==> src/rtl/vxr_pkg.sv <==
`default_nettype none
// ----------------------------------------------------------------------------
// vxr_pkg - shared types and constants of the VXLAN encap/decap realigner
// Beat and result words, register codes, header constants.
// ----------------------------------------------------------------------------
package vxr_pkg;

	localparam int LANES      = 8;
	localparam int LANE_W     = 64;
	localparam int KEEP_W     = 64;
	localparam int NET_ID_W   = 24;
	localparam int CFG_IDX_W  = 2;
	localparam int CFG_DATA_W = 32;
	localparam int IP_W       = 32;
	localparam int PORT_W     = 16;
	// lanes held over by decap (all but the first-on-wire lane)
	localparam int HELD_LANES = LANES - 1;
	localparam int HELD_KEEP_W = KEEP_W - 8;

	localparam logic [31:0] VX_FLAGS = 32'h0800_0000;
	localparam logic [7:0]  HDR_KEEP = 8'hFF;

	typedef enum logic [CFG_IDX_W-1:0] {
		REG_NET_ID   = 2'd0,
		REG_PEER_IP  = 2'd1,
		REG_OWN_PORT = 2'd2,
		REG_FAR_PORT = 2'd3
	} cfg_reg_t;

	// lane[7] is first on the wire
	typedef struct packed {
		logic                         func;
		logic [LANES-1:0][LANE_W-1:0] lane;
		logic [KEEP_W-1:0]            keep;
		logic                         last;
	} beat_t;

	typedef struct packed {
		logic                         to_user;
		logic [LANES-1:0][LANE_W-1:0] lane;
		logic [KEEP_W-1:0]            keep;
		logic                         last;
		logic                         run_end;
	} result_t;

	// results of one word offered to the result queue
	typedef struct packed {
		logic       valid;
		logic [1:0] n;
		result_t    r0;
		result_t    r1;
	} push_t;

	typedef struct packed {
		logic [IP_W-1:0]   peer_ip;
		logic [PORT_W-1:0] own_port;
		logic [PORT_W-1:0] far_port;
	} sideband_t;

endpackage
`default_nettype wire

==> src/rtl/vxr_ifs.sv <==
`default_nettype none
// ----------------------------------------------------------------------------
// vxr_ifs - channel interfaces of the VXLAN encap/decap realigner
// Beat input, result output and configuration write channels.
// ----------------------------------------------------------------------------
interface vxr_beat_if;
	logic        valid;
	logic        ready;
	logic        func;
	logic [63:0] in_lane_7;
	logic [63:0] in_lane_6;
	logic [63:0] in_lane_5;
	logic [63:0] in_lane_4;
	logic [63:0] in_lane_3;
	logic [63:0] in_lane_2;
	logic [63:0] in_lane_1;
	logic [63:0] in_lane_0;
	logic [63:0] in_keep;
	logic        in_last;

	modport source (output valid, func, in_lane_7, in_lane_6, in_lane_5, in_lane_4,
		in_lane_3, in_lane_2, in_lane_1, in_lane_0, in_keep, in_last, input ready);
	modport sink (input valid, func, in_lane_7, in_lane_6, in_lane_5, in_lane_4,
		in_lane_3, in_lane_2, in_lane_1, in_lane_0, in_keep, in_last, output ready);
endinterface

interface vxr_result_if;
	logic        valid;
	logic        ready;
	logic        to_user;
	logic [63:0] out_lane_7;
	logic [63:0] out_lane_6;
	logic [63:0] out_lane_5;
	logic [63:0] out_lane_4;
	logic [63:0] out_lane_3;
	logic [63:0] out_lane_2;
	logic [63:0] out_lane_1;
	logic [63:0] out_lane_0;
	logic [63:0] out_keep;
	logic        out_last;
	logic        run_end;

	modport source (output valid, to_user, out_lane_7, out_lane_6, out_lane_5, out_lane_4,
		out_lane_3, out_lane_2, out_lane_1, out_lane_0, out_keep, out_last, run_end,
		input ready);
	modport sink (input valid, to_user, out_lane_7, out_lane_6, out_lane_5, out_lane_4,
		out_lane_3, out_lane_2, out_lane_1, out_lane_0, out_keep, out_last, run_end,
		output ready);
	modport monitor (input valid, ready, to_user, out_lane_7, out_lane_6, out_lane_5,
		out_lane_4, out_lane_3, out_lane_2, out_lane_1, out_lane_0, out_keep, out_last,
		run_end);
endinterface

interface vxr_cfg_if;
	logic        valid;
	logic        ready;
	logic [1:0]  index;
	logic [31:0] data;

	modport source (output valid, index, data, input ready);
	modport sink (input valid, index, data, output ready);
endinterface
`default_nettype wire

==> src/rtl/vxr_cfg_regs.sv <==
`default_nettype none
// ----------------------------------------------------------------------------
// vxr_cfg_regs - configuration register file
// Holds the VNI and the network-side sideband values.
// ----------------------------------------------------------------------------
module vxr_cfg_regs import vxr_pkg::*; (
	input  wire logic                 clk,
	input  wire logic                 arst_n,
	vxr_cfg_if.sink                   cfg,
	output logic      [NET_ID_W-1:0]  net_id,
	output sideband_t                 sideband
);

	logic [NET_ID_W-1:0] net_id_q;
	sideband_t           sb_q;

	assign cfg.ready = 1'b1;
	assign net_id    = net_id_q;
	assign sideband  = sb_q;

	always_ff @(posedge clk or negedge arst_n) begin
		if (!arst_n) begin
			net_id_q <= '0;
			sb_q     <= '0;
		end else if (cfg.valid) begin
			unique case (cfg_reg_t'(cfg.index))
				REG_NET_ID:   net_id_q    <= cfg.data[NET_ID_W-1:0];
				REG_PEER_IP:  sb_q.peer_ip  <= cfg.data[IP_W-1:0];
				REG_OWN_PORT: sb_q.own_port <= cfg.data[PORT_W-1:0];
				REG_FAR_PORT: sb_q.far_port <= cfg.data[PORT_W-1:0];
				default: ;
			endcase
		end
	end

endmodule
`default_nettype wire

==> src/rtl/vxr_core.sv <==
`default_nettype none
// ----------------------------------------------------------------------------
// vxr_core - input stage and per-word encap/decap logic
// Registers the word, forms up to two results and advances the word's direction.
// ----------------------------------------------------------------------------
module vxr_core import vxr_pkg::*; (
	input  wire logic                clk,
	input  wire logic                arst_n,
	input  wire logic                load,
	input  wire beat_t               beat,
	input  wire logic [NET_ID_W-1:0] net_id,
	input  wire logic                take,
	output logic                     busy,
	output push_t                    push
);

	typedef enum logic [1:0] {
		D_START  = 2'd0,
		D_MIDDLE = 2'd1,
		D_DROP   = 2'd3
	} dphase_t;

	logic                              valid_s1;
	beat_t                             beat_s1;
	dphase_t                           d_phase_q, d_phase_d;
	logic [HELD_LANES-1:0][LANE_W-1:0] d_held_q, d_held_d;
	logic [HELD_KEEP_W-1:0]            d_keep_q, d_keep_d;
	logic                              e_mid_q, e_mid_d;
	logic [LANE_W-1:0]                 e_lane_q, e_lane_d;
	logic [7:0]                        e_keep_q, e_keep_d;
	logic                              vni_ok;
	logic [LANE_W-1:0]                 e_first;
	logic [7:0]                        e_kfirst;

	assign busy = valid_s1;

	always_ff @(posedge clk or negedge arst_n) begin
		if (!arst_n) begin
			valid_s1 <= 1'b0;
		end else if (load) begin
			valid_s1 <= 1'b1;
		end else if (take) begin
			valid_s1 <= 1'b0;
		end
	end

	always_ff @(posedge clk) begin
		if (load) begin
			beat_s1 <= beat;
		end
	end

	assign vni_ok   = (beat_s1.lane[7][31:8] == net_id);
	assign e_first  = e_mid_q ? e_lane_q : {VX_FLAGS, net_id, 8'h00};
	assign e_kfirst = e_mid_q ? e_keep_q : HDR_KEEP;

	always_comb begin
		push       = '0;
		push.valid = valid_s1;
		d_phase_d  = d_phase_q;
		d_held_d   = d_held_q;
		d_keep_d   = d_keep_q;
		e_mid_d    = e_mid_q;
		e_lane_d   = e_lane_q;
		e_keep_d   = e_keep_q;
		push.r0.to_user = !beat_s1.func;
		push.r1.to_user = !beat_s1.func;
		push.r0.run_end = 1'b1;
		push.r1.run_end = 1'b1;
		push.r1.last    = 1'b1;
		if (!beat_s1.func) begin
			// second result of a long tail: this word moved up 8 bytes
			push.r1.lane = {beat_s1.lane[HELD_LANES-1:0], {LANE_W{1'b0}}};
			push.r1.keep = {beat_s1.keep[HELD_KEEP_W-1:0], 8'h00};
			unique case (d_phase_q)
				D_MIDDLE: begin
					push.r0.lane = {d_held_q, beat_s1.lane[7]};
					push.r0.keep = {d_keep_q, beat_s1.keep[KEEP_W-1:HELD_KEEP_W]};
					if (!beat_s1.last) begin
						push.n   = 2'd1;
						d_held_d = beat_s1.lane[HELD_LANES-1:0];
						d_keep_d = beat_s1.keep[HELD_KEEP_W-1:0];
					end else if (!beat_s1.keep[HELD_KEEP_W-1]) begin
						push.n       = 2'd1;
						push.r0.last = 1'b1;
						d_phase_d    = D_START;
					end else begin
						push.n          = 2'd2;
						push.r0.run_end = 1'b0;
						d_phase_d       = D_START;
					end
				end
				D_DROP: begin
					if (beat_s1.last) begin
						d_phase_d = D_START;
					end
				end
				default: begin
					// start of packet: strip header, match VNI
					d_held_d = beat_s1.lane[HELD_LANES-1:0];
					d_keep_d = beat_s1.keep[HELD_KEEP_W-1:0];
					push.r0.lane = push.r1.lane;
					push.r0.keep = push.r1.keep;
					push.r0.last = 1'b1;
					if (vni_ok && beat_s1.last) begin
						push.n    = 2'd1;
						d_phase_d = D_START;
					end else if (vni_ok) begin
						d_phase_d = D_MIDDLE;
					end else begin
						d_phase_d = beat_s1.last ? D_START : D_DROP;
					end
				end
			endcase
		end else begin
			push.r0.lane = {e_first, beat_s1.lane[LANES-1:1]};
			push.r0.keep = {e_kfirst, beat_s1.keep[KEEP_W-1:8]};
			push.r1.lane = {beat_s1.lane[0], {(HELD_LANES*LANE_W){1'b0}}};
			push.r1.keep = {beat_s1.keep[7:0], {HELD_KEEP_W{1'b0}}};
			e_lane_d = beat_s1.lane[0];
			e_keep_d = beat_s1.keep[7:0];
			e_mid_d  = !beat_s1.last;
			if (!beat_s1.last) begin
				push.n = 2'd1;
			end else if (!beat_s1.keep[7]) begin
				push.n       = 2'd1;
				push.r0.last = 1'b1;
			end else begin
				push.n          = 2'd2;
				push.r0.run_end = 1'b0;
			end
		end
	end

	always_ff @(posedge clk or negedge arst_n) begin
		if (!arst_n) begin
			d_phase_q <= D_START;
			e_mid_q   <= 1'b0;
		end else if (take) begin
			if (!beat_s1.func) begin
				d_phase_q <= d_phase_d;
			end else begin
				e_mid_q <= e_mid_d;
			end
		end
	end

	always_ff @(posedge clk) begin
		if (take) begin
			d_held_q <= d_held_d;
			d_keep_q <= d_keep_d;
			e_lane_q <= e_lane_d;
			e_keep_q <= e_keep_d;
		end
	end

endmodule
`default_nettype wire

==> src/rtl/vxr_res_queue.sv <==
`default_nettype none
// ----------------------------------------------------------------------------
// vxr_res_queue - two-slot result queue
// Takes zero to two results per word, presents them one per handshake.
// ----------------------------------------------------------------------------
module vxr_res_queue import vxr_pkg::*; (
	input  wire logic  clk,
	input  wire logic  arst_n,
	input  wire push_t push,
	output logic       take,
	vxr_result_if.source result
);

	result_t    slot_q [2];
	result_t    slot_d [2];
	result_t    base;
	logic [1:0] cnt_q, cnt_d, kept;
	logic [2:0] need;
	logic       pop;

	assign pop  = (cnt_q != 2'd0) && result.ready;
	assign kept = cnt_q - {1'b0, pop};
	assign need = {1'b0, kept} + {1'b0, push.n};
	assign take = push.valid && (need <= 3'd2);
	assign base = pop ? slot_q[1] : slot_q[0];

	always_comb begin
		slot_d[0] = slot_q[0];
		slot_d[1] = slot_q[1];
		if (kept == 2'd1) begin
			slot_d[0] = base;
		end
		if (take) begin
			if (kept == 2'd0) begin
				slot_d[0] = push.r0;
				slot_d[1] = push.r1;
			end else if (kept == 2'd1) begin
				slot_d[1] = push.r0;
			end
		end
		cnt_d = take ? need[1:0] : kept;
	end

	always_ff @(posedge clk or negedge arst_n) begin
		if (!arst_n) begin
			cnt_q <= 2'd0;
		end else begin
			cnt_q <= cnt_d;
		end
	end

	always_ff @(posedge clk) begin
		slot_q[0] <= slot_d[0];
		slot_q[1] <= slot_d[1];
	end

	assign result.valid      = (cnt_q != 2'd0);
	assign result.to_user    = slot_q[0].to_user;
	assign result.out_lane_7 = slot_q[0].lane[7];
	assign result.out_lane_6 = slot_q[0].lane[6];
	assign result.out_lane_5 = slot_q[0].lane[5];
	assign result.out_lane_4 = slot_q[0].lane[4];
	assign result.out_lane_3 = slot_q[0].lane[3];
	assign result.out_lane_2 = slot_q[0].lane[2];
	assign result.out_lane_1 = slot_q[0].lane[1];
	assign result.out_lane_0 = slot_q[0].lane[0];
	assign result.out_keep   = slot_q[0].keep;
	assign result.out_last   = slot_q[0].last;
	assign result.run_end    = slot_q[0].run_end;

endmodule
`default_nettype wire

==> src/rtl/vxlan_encap_decap_realign.sv <==
`default_nettype none
// ----------------------------------------------------------------------------
// vxlan_encap_decap_realign - VXLAN encapsulation / decapsulation realigner
// Strips or prepends the 8-byte VXLAN header on 512-bit beats.
// ----------------------------------------------------------------------------
//  channel  dir  carries
//  beat     in   func, in_lane_7..0, in_keep, in_last
//  result   out  to_user, out_lane_7..0, out_keep, out_last, run_end
//  cfg      in   index (0 net_id, 1 peer_ip, 2 own_port, 3 far_port), data
//
//  A word is registered, worked on combinationally and lands in a two-slot result
//  queue, which registers its results before they show on the result channel.
//  Sustained: one word per cycle while results are taken; a word that yields two
//  results holds the single output port for both of them.
//  Reset clears the phases, the queue count and the registers (all zero).
//  A stalled result stays put; the queue takes words while it has room, then
//  the input stage holds its word and drops ready.
// ----------------------------------------------------------------------------
module vxlan_encap_decap_realign import vxr_pkg::*; (
	input  wire logic        clk,
	input  wire logic        arst_n,
	vxr_beat_if.sink         beat,
	vxr_result_if.source     result,
	vxr_cfg_if.sink          cfg,
	output logic [IP_W-1:0]  sb_user,
	output logic [PORT_W-1:0] sb_id,
	output logic [PORT_W-1:0] sb_dest
);

	logic [NET_ID_W-1:0] net_id;
	sideband_t           sideband;
	beat_t               beat_w;
	push_t               push;
	logic                busy;
	logic                take;
	logic                load;

	// network-side sideband is static configuration
	assign sb_user = sideband.peer_ip;
	assign sb_id   = sideband.own_port;
	assign sb_dest = sideband.far_port;

	// gather the input word; lane 7 is first on the wire
	assign beat_w.func = beat.func;
	assign beat_w.lane = {beat.in_lane_7, beat.in_lane_6, beat.in_lane_5, beat.in_lane_4,
		beat.in_lane_3, beat.in_lane_2, beat.in_lane_1, beat.in_lane_0};
	assign beat_w.keep = beat.in_keep;
	assign beat_w.last = beat.in_last;

	// accept when the input stage is empty or drains this cycle
	assign beat.ready = !busy || take;
	assign load       = beat.valid && beat.ready;

	vxr_cfg_regs u_cfg (
		.clk      (clk),
		.arst_n   (arst_n),
		.cfg      (cfg),
		.net_id   (net_id),
		.sideband (sideband)
	);

	vxr_core u_core (
		.clk    (clk),
		.arst_n (arst_n),
		.load   (load),
		.beat   (beat_w),
		.net_id (net_id),
		.take   (take),
		.busy   (busy),
		.push   (push)
	);

	vxr_res_queue u_queue (
		.clk    (clk),
		.arst_n (arst_n),
		.push   (push),
		.take   (take),
		.result (result)
	);

endmodule
`default_nettype wire

==> src/flat_wrapper.sv <==
// flat-port wrapper written by rule: the top's interface ports become plain ports
module vxlan_encap_decap_realign_flat import vxr_pkg::*;
  (clk, arst_n, sb_user, sb_id, sb_dest, beat_valid, beat_func, beat_in_lane_7, beat_in_lane_6, beat_in_lane_5, beat_in_lane_4, beat_in_lane_3, beat_in_lane_2, beat_in_lane_1, beat_in_lane_0, beat_in_keep, beat_in_last, beat_ready, result_valid, result_to_user, result_out_lane_7, result_out_lane_6, result_out_lane_5, result_out_lane_4, result_out_lane_3, result_out_lane_2, result_out_lane_1, result_out_lane_0, result_out_keep, result_out_last, result_run_end, result_ready, cfg_valid, cfg_index, cfg_data, cfg_ready);
  vxr_beat_if beat_i ();
  vxr_result_if result_i ();
  vxr_cfg_if cfg_i ();
  input  wire logic clk;
  input  wire logic arst_n;
  output logic [IP_W-1:0] sb_user;
  output logic [PORT_W-1:0] sb_id;
  output logic [PORT_W-1:0] sb_dest;
  input wire logic [$bits(beat_i.valid)-1:0] beat_valid;
  input wire logic [$bits(beat_i.func)-1:0] beat_func;
  input wire logic [$bits(beat_i.in_lane_7)-1:0] beat_in_lane_7;
  input wire logic [$bits(beat_i.in_lane_6)-1:0] beat_in_lane_6;
  input wire logic [$bits(beat_i.in_lane_5)-1:0] beat_in_lane_5;
  input wire logic [$bits(beat_i.in_lane_4)-1:0] beat_in_lane_4;
  input wire logic [$bits(beat_i.in_lane_3)-1:0] beat_in_lane_3;
  input wire logic [$bits(beat_i.in_lane_2)-1:0] beat_in_lane_2;
  input wire logic [$bits(beat_i.in_lane_1)-1:0] beat_in_lane_1;
  input wire logic [$bits(beat_i.in_lane_0)-1:0] beat_in_lane_0;
  input wire logic [$bits(beat_i.in_keep)-1:0] beat_in_keep;
  input wire logic [$bits(beat_i.in_last)-1:0] beat_in_last;
  output wire logic [$bits(beat_i.ready)-1:0] beat_ready;
  output wire logic [$bits(result_i.valid)-1:0] result_valid;
  output wire logic [$bits(result_i.to_user)-1:0] result_to_user;
  output wire logic [$bits(result_i.out_lane_7)-1:0] result_out_lane_7;
  output wire logic [$bits(result_i.out_lane_6)-1:0] result_out_lane_6;
  output wire logic [$bits(result_i.out_lane_5)-1:0] result_out_lane_5;
  output wire logic [$bits(result_i.out_lane_4)-1:0] result_out_lane_4;
  output wire logic [$bits(result_i.out_lane_3)-1:0] result_out_lane_3;
  output wire logic [$bits(result_i.out_lane_2)-1:0] result_out_lane_2;
  output wire logic [$bits(result_i.out_lane_1)-1:0] result_out_lane_1;
  output wire logic [$bits(result_i.out_lane_0)-1:0] result_out_lane_0;
  output wire logic [$bits(result_i.out_keep)-1:0] result_out_keep;
  output wire logic [$bits(result_i.out_last)-1:0] result_out_last;
  output wire logic [$bits(result_i.run_end)-1:0] result_run_end;
  input wire logic [$bits(result_i.ready)-1:0] result_ready;
  input wire logic [$bits(cfg_i.valid)-1:0] cfg_valid;
  input wire logic [$bits(cfg_i.index)-1:0] cfg_index;
  input wire logic [$bits(cfg_i.data)-1:0] cfg_data;
  output wire logic [$bits(cfg_i.ready)-1:0] cfg_ready;
  assign beat_i.valid = beat_valid;
  assign beat_i.func = beat_func;
  assign beat_i.in_lane_7 = beat_in_lane_7;
  assign beat_i.in_lane_6 = beat_in_lane_6;
  assign beat_i.in_lane_5 = beat_in_lane_5;
  assign beat_i.in_lane_4 = beat_in_lane_4;
  assign beat_i.in_lane_3 = beat_in_lane_3;
  assign beat_i.in_lane_2 = beat_in_lane_2;
  assign beat_i.in_lane_1 = beat_in_lane_1;
  assign beat_i.in_lane_0 = beat_in_lane_0;
  assign beat_i.in_keep = beat_in_keep;
  assign beat_i.in_last = beat_in_last;
  assign beat_ready = beat_i.ready;
  assign result_valid = result_i.valid;
  assign result_to_user = result_i.to_user;
  assign result_out_lane_7 = result_i.out_lane_7;
  assign result_out_lane_6 = result_i.out_lane_6;
  assign result_out_lane_5 = result_i.out_lane_5;
  assign result_out_lane_4 = result_i.out_lane_4;
  assign result_out_lane_3 = result_i.out_lane_3;
  assign result_out_lane_2 = result_i.out_lane_2;
  assign result_out_lane_1 = result_i.out_lane_1;
  assign result_out_lane_0 = result_i.out_lane_0;
  assign result_out_keep = result_i.out_keep;
  assign result_out_last = result_i.out_last;
  assign result_run_end = result_i.run_end;
  assign result_i.ready = result_ready;
  assign cfg_i.valid = cfg_valid;
  assign cfg_i.index = cfg_index;
  assign cfg_i.data = cfg_data;
  assign cfg_ready = cfg_i.ready;
  vxlan_encap_decap_realign u_core (.clk(clk), .arst_n(arst_n), .beat(beat_i), .result(result_i), .cfg(cfg_i), .sb_user(sb_user), .sb_id(sb_id), .sb_dest(sb_dest));
endmodule
==> config.mk <==
export PLATFORM = sky130hd
export DESIGN_NAME = vxlan_encap_decap_realign_flat
export DESIGN_NICKNAME = d
export VERILOG_FILES = /design/src/rtl/vxr_pkg.sv /design/src/rtl/vxr_ifs.sv /design/src/rtl/vxr_cfg_regs.sv /design/src/rtl/vxr_core.sv /design/src/rtl/vxr_res_queue.sv /design/src/rtl/vxlan_encap_decap_realign.sv /design/src/flat_wrapper.sv
export SDC_FILE = /design/constraint.sdc
export NUM_CORES = 2
export LEC_CHECK = 0
export BUFFER_PORTS_ARGS = -buffer_cell sky130_fd_sc_hd__buf_2
export CORE_AREA = 4 4 492 494
export CTS_BUF_LIST = sky130_fd_sc_hd__clkbuf_8
export DETAILED_ROUTE_END_ITERATION = 16
export DIE_AREA = 0 0 496 498
export PLACE_DENSITY = 0.65
export SYNTH_ARGS = -nofsm -noshare
export SYNTH_HDL_FRONTEND = slang
export SYNTH_SLANG_ARGS = --single-unit
==> constraint.sdc <==
create_clock -name clk -period 20.3 [get_ports clk]
set_input_delay 1.015 -clock clk [delete_from_list [all_inputs] [get_ports clk]]
set_output_delay 1.015 -clock clk [all_outputs]
set_load 0.02 [all_outputs]
# Word-level counts from Yosys, hierarchy flattened
# Memories as Yosys holds them, arrays and structs flattened.
# Index checks and enable logic that the tools add are counted.
op_classes:
  order_cmp: 1
  reduce_logical: 20
  bitwise: 2
  n_addsub: 2
  mux: 35
  n_eq_ne: 9
op_table:
  columns: ["cell", "count"]
  rows:
  - ["2-to-1 mux 579 bit", 5]
  - ["2-to-1 mux 1158 bit", 1]
  - ["case mux 577 bit (2 select lines)", 1]
  - ["case mux 448 bit (2 select lines)", 1]
  - ["2-to-1 mux 578 bit", 1]
  - ["2-to-1 mux 576 bit", 1]
  - ["2-to-1 mux 448 bit", 1]
  - ["case mux 56 bit (2 select lines)", 1]
  - ["2-to-1 mux 64 bit", 1]
  - ["2-to-1 mux 56 bit", 1]
  - ["2-to-1 mux 2 bit", 13]
  - ["equality test 24 bit", 1]
  - ["AND reduction 2 bit", 5]
  - ["2-to-1 mux 8 bit", 1]
  - ["equality test 2 x 1 -> 1 bit (second input constant)", 3]
  - ["equality test 2 bit (second input constant)", 3]
  - ["2-to-1 mux 1 bit", 6]
  - ["logical AND 1 bit", 4]
  - ["logical NOT 2 bit", 2]
  - ["case mux 2 bit (2 select lines)", 1]
  - ["AND reduction 4 bit", 1]
  - ["nonzero test 2 bit", 2]
  - ["adder 2 x 2 -> 3 bit", 1]
  - ["<= comparator 3 x 2 -> 1 bit (second input constant)", 1]
  - ["8 further kinds", 11]
word_totals:
  out_inout_bits: 646
  mem_count: 1
  ram_bits: 1158
  wordCells: 99
  register_bits: 1248
memory_table:
  columns: ["memory", "words", "width", "rd", "rd_ports_with_merged_regs", "write_ports", "line", "text"]
  rows:
  - ["u_core.u_queue.slot_q", 2, 579, 2, 0, 2, "vxr_res_queue.sv:14", "result_t slot_q [2];"]

# Depth between registers and ports, before layout
depth:
  ltp_word: 11
  mapped_depth: 17
  mapped_depth_nobuf: 11

# Modules after synthesis
# Synthesis repeated with hierarchy kept, for this count alone.
unflattened:
  hier_cells: 9674
  area_unflattened_um2: 111174.1
modules_own_cells:
  columns: ["module", "cells_per_inst", "instances", "area_each_um2"]
  rows:
  - ["vxr_res_queue", 5685, 1, 57722.9]
  - ["vxr_core", 3798, 1, 50098.0]
  - ["vxr_cfg_regs", 189, 1, 3330.7]
  - ["vxlan_encap_decap_realign", 2, 1, 22.5]

# Worst setup path before layout
# OpenSTA, ideal clock, no wires.
synth_path:
  path_type: "input -> register"
  from: "in result_ready"
  to: "reg u_core.u_core.beat_s1[0] (netlist name), enable pin"
  arrival_time_ns: 15.707
  stages: 10
  path_slack_ns: 3.575
  path_cell_list: "and2_1 ha_1 inv_1 ha_1 inv_1 fa_1 nand2b_1 nand2_1 nand2_1 and2_1"
synth_between:
  elab_chain_cells: 7
synth_rtl:
  columns: ["item", "line", "text"]
  rows:
  - ["start: declaration", "flat_wrapper.sv:38", "input wire logic [$bits(result_i.ready)-1:0] result_ready;"]
  - ["logical AND 1 bit", "vxr_res_queue.sv:21", "assign pop = (cnt_q != 2'd0) && result.ready;"]
  - ["subtractor 2 x 1 -> 2 bit", "vxr_res_queue.sv:22", "assign kept = cnt_q - {1'b0, pop};"]
  - ["adder 2 x 2 -> 3 bit", "vxr_res_queue.sv:23", "assign need = {1'b0, kept} + {1'b0, push.n};"]
  - ["<= comparator 3 x 2 -> 1 bit", "vxr_res_queue.sv:24", "assign take = push.valid && (need <= 3'd2);"]
  - ["logical AND 1 bit", "vxr_res_queue.sv:24", null]
  - ["logical OR 1 bit", "vxlan_encap_decap_realign.sv:51", "assign beat.ready = !busy || take;"]
  - ["net beat_ready", "flat_wrapper.sv:24", "output wire logic [$bits(beat_i.ready)-1:0] beat_ready;"]
  - ["logical AND 1 bit", "vxlan_encap_decap_realign.sv:52", "assign load = beat.valid && beat.ready;"]
  - ["net u_core.load", "vxlan_encap_decap_realign.sv:36", "logic load;"]
  - ["end signal: assignment", "vxr_core.sv:49", "beat_s1 <= beat;"]
  - ["end: declaration", "vxr_core.sv:24", "beat_t beat_s1;"]
# The timed path passes the listed nets, and every way through them passes these cells.
# A chain may end at the register's enable or synchronous reset.

# Final worst setup path
layout_path:
  from: "reg u_core.u_core.beat_s1[532] (netlist name)"
  to: "reg u_core.u_core.beat_s1[569] (netlist name), enable pin"
layout_between:
  elab_chain_cells: 10
layout_rtl:
  columns: ["item", "line", "text"]
  rows:
  - ["equality test 24 bit", "vxr_core.sv:53", "assign vni_ok = (beat_s1.lane[7][31:8] == net_id);"]
  - ["logical AND 1 bit", "vxr_core.sv:105", "if (vni_ok && beat_s1.last) begin"]
  - ["2-to-1 mux 1 bit", "vxr_core.sv:105", null]
  - ["case mux 2 bit (2 select lines)", "vxr_core.sv:75", "unique case (d_phase_q)"]
  - ["2-to-1 mux 2 bit", "vxr_core.sv:71", "if (!beat_s1.func) begin"]
  - ["adder 2 x 2 -> 3 bit", "vxr_res_queue.sv:23", null]
  - ["<= comparator 3 x 2 -> 1 bit", "vxr_res_queue.sv:24", null]
  - ["logical AND 1 bit", "vxr_res_queue.sv:24", null]
  - ["logical OR 1 bit", "vxlan_encap_decap_realign.sv:51", null]
  - ["logical AND 1 bit", "vxlan_encap_decap_realign.sv:52", null]
  - ["net u_core.load", "vxlan_encap_decap_realign.sv:36", null]
# The timed path passes the listed nets, and every way through them passes these cells.

==> summary.txt <==
Timing
  • Final Critical Period: between 7000 and 8000 ps
  • Setup_tns: 0 ps
  • Max-slew headroom: 0.186
  • Final Hold Fails: 0
  • Fmax: 136 MHz
  • Max-slew violation count: 0
  • Worst Tran Pin Value: 1220 ps
  • Final worst path period share: 0.363
  • RSZ-0062 raised after global routing: false
  • Fin Clk Skew: around 110 ps
  • # setup viols final: 0

GRT
  • Total track usage: 0.266
  • Largest net degree at the start of global routing: between 200 and 250
  • First-pass GRT wire length: 480000 um
  • Initial antenna violation count: 93
  • Vias in the first global route: around 65000
  • Congestion Overflow GR: 0

CTS
  • CTS tree: yes
  • H-Tree Depth: 5
  • Clock sink count: about 2400
  • Clock buffer count from CTS: 412
  • CTS root buf: clkbuf_8
  • Clock Latency Late Sink: 1130 ps
  • Worst-path clk slew: around 60 ps
  • Clock Path Buffers: 4

Setup path
  • WS Path Type: register to register
  • Setup crit end kind: register
  • Crit start category: register
  • Arrival @ worst endpoint: ~8000 ps
  • CP required: approximately 21000 ps
  • Worst-path fanout max: 126

Yosys
  • Simple-Gate Fraction of Synth Area: 0.0315
  • Async S/R FF share, synth: 0.0391
  • Synth Net Count: around 7700
  • Sequential area share after synthesis: 0.658
  • #FFs+latches synth: roughly 2400
  • Synth unique cells: between 40 and 50
  • Parity-gate share of the synthesized area counting xor and xnor cells: 0.00226
  • Main combinational cell family by area after synthesis: multiplexers
  • Mapped Area: between 100000 and 150000 sq um
  • Synth warnings: 0
  • Top_reg_cell synth: edfxtp_1
  • Syn Inst Count: a little over 7000
  • Post-synthesis mux area share: 0.128
  • Share of the synthesized area in the top cell type: 0.519
  • Largest cells by area after synthesis: edfxtp_1 (52%), mux2i_1 (12%), dfxtp_1 (12%), a221o_1 (4.6%), buf_4 (4.5%)
  • Post-synth EDFFs: ~1700
  • Adder-cell share of the synthesized area: 0.000449
  • Synth cell count leaders: edfxtp_1 (1733), mux2i_1 (1159), o21ai_0 (892), buf_4 (595), dfxtp_1 (579)
  • Most frequent cell after synthesis: edfxtp_1
  • Largest area contributor in the netlist: edfxtp_1
  • Syn Area/Cell: about 14 sq um
  • Synth Area in Compound Gates: 0.110

Floorplan
  • Die ar.: between 200000 and 250000 sq um
  • Core Region: between 200000 and 250000 sq um
  • Num rows: 179
  • Top Ports: approximately 1300
  • Die width: 496 um
  • Die height: ~500 um
  • Initial core utilization: 0.422

Route
  • Final wirelength: roughly 350000 um
  • Drt drc: 0
  • Initial DRC count: 7847
  • Number of detailed-route iterations in the first pass: 9
  • Vias/cell: slightly below 6
  • Antenna-violating nets left: 0
  • Vias: roughly 68000
  • Routed length per instance: roughly 30 um

Placement
  • Hpwl dp: approximately 230000 um
  • Port Buffer Count: approximately 1300
  • Routability cong.: roughly 0.92

Worst hold path
  • Hold Crit Class: input pin to register

Job
  • MaxCap Viol Count: 0

Final layout
  • Final net count: between 8000 and 9000
  • Fillers: roughly 21000
  • Area Growth Syn to Fin: 14.1%
  • Layout cell share with drive strength beyond 1: 0.245

Power and ir drop
  • Switch share: 0.422
  • Power Total: between 20 and 25 mW
  • Sequential Power Share: 0.441
  • Clock power share: 0.172
  • Comb power frac: 0.387
  • Pint: 14.2 mW
  • P per Cell Area: approximately 210 nW/um^2
  • Leakage: 40.2 nW
  • Sw power: approximately 10 mW
  • Max VDD drop: 221 uV

Status
  • Status: complete, no violations
[worst max-delay path, stage by stage, from the launching register on]
cell and delay, ps:
edfxtp_1 440, xnor2_1 240, nand4_1 120, nor4_1 690, a41o_1 300, ha_1 160
inv_1 60, fa_1 560, nand2b_1 180, nand2_1 80, nand2_1 140, and2_4 630
buf_4 780, buf_12 570, buf_4 770, buf_4 730
[cell type report]
class                           count  area, sq um  share of cell area
Antenna cell                       85          213             0.00186
Clock buffer                      476         6550              0.0573
Clock inverter                    280         1350              0.0118
Inverter                            7         41.3            0.000361
Multi-Input combinational cell   3555        27400               0.240
Sequential cell                  2406        66000               0.577
Tap cell                         3167         3960              0.0346
Timing Repair Buffer             1527         8870              0.0775
[per-layer routing]
metal	share of wire	routed length, um	vias to the layer above	global-route usage
met3	0.11	38600	657	0.0735
met4	0.051	17600	16	0.133
met1	0.40	137000	34000	0.358
met5	0.00031	106	-	0
li1	-	-	28800	-
met2	0.44	152000	4132	0.393
[cell families after synthesis]
kind of cell               count (synthesis)
DFF                                     2406
adders and majority gates                  3
buffers and inverters                   1138
muxes                                   1272
xor gates and xnor gates                  25
AOI/OAI and AO/OA                       1622
other                                      1
and+or+nand+nor                          632
[layout by cell type (no fill, tap or decap), drive strengths merged, types with 39 or more instances in the layout]
master       Yosys  routed
edfxtp        1733    1733
buf            839    1354
mux2i         1159    1159
o21ai          892     892
dfxtp          579     579
clkbuf         292     476
a221o          465     465
nand3          435     435
inv              7     189
dlygate4sd3      0     173
mux2           113     113
dfrtp           94      94
nor2            87      87
diode            0      85
clkinv           0      83
a21oi           78      78
a22oi           72      72
nor2b           64      64
a211oi          63      63
a222oi          39      39
[final timing paths]
check | startpoint | end | slack, ps | cells after the start
min | beat_in_lane_3[32] | u_core.u_core.beat_s1[289]$_DFFE_PP_ | 100 | 1
min reg2reg | u_core.u_core.beat_s1[381]$_DFFE_PP_ | u_core.u_core.d_held_q[316]$_DFFE_PP_ | 470 | 0
max in group asynchronous | arst_n | u_core.u_core.e_mid_q$_DFFE_PN0P_ | 18550 | 3
max | u_core.u_core.beat_s1[532]$_DFFE_PP_ | u_core.u_core.beat_s1[569]$_DFFE_PP_ | 12930 | 15
min in group asynchronous | arst_n | u_core.u_cfg.sideband[37]$_DFFE_PN0P_ | 500 | 2
max reg2reg | u_core.u_core.beat_s1[532]$_DFFE_PP_ | u_core.u_core.beat_s1[569]$_DFFE_PP_ | 12930 | 15
[stage by stage]
stage	utilization	worst slack, ps	hold WS, ps	instances	instance area (sq um)
floorplan	-	3570	460	7099	100000
global placement	0.440	13180	483	10500	105000
detailed placement	0.440	13020	488	10500	105000
CTS	0.481	13010	0.0739	11400	114000
global route	0.482	12600	10.9	11500	114000
finish	0.482	12930	104	11500	114000
[power by group through the flow]
stage	clock network, mW	registers, mW	logic [mW]
CTS	4.28	10.8	9.52
floorplan	0	11.1	7.03
global route	4.52	11.0	10.2
finish	4.22	10.8	9.50
detailed placement	0	10.8	9.47
global placement	0	10.7	9.28
[registers in the layout, indices dropped and copies added (netlist names)]
| name | count |
|---|---|
| u_core.u_queue.slot_q | 1158 |
| u_core.u_queue.cnt_q | 2 |
| u_core.u_core.busy | 1 |
| u_core.u_core.d_phase_q | 2 |
| u_core.u_core.d_held_q | 448 |
| u_core.u_core.e_mid_q | 1 |
| u_core.u_cfg.sideband | 64 |
| u_core.u_core.e_lane_q | 64 |
| u_core.u_core.beat_s1 | 578 |
| u_core.u_core.d_keep_q | 56 |
| u_core.u_cfg.net_id | 24 |
| u_core.u_core.e_keep_q | 8 |
[timing repair]
item                                   CTS  global route
endpoints found under the hold margin  219             0
resized for setup                        0             0
hold buffers                           173             0
buffers inserted                         0             0
Power figures use the tool's default switching activity.
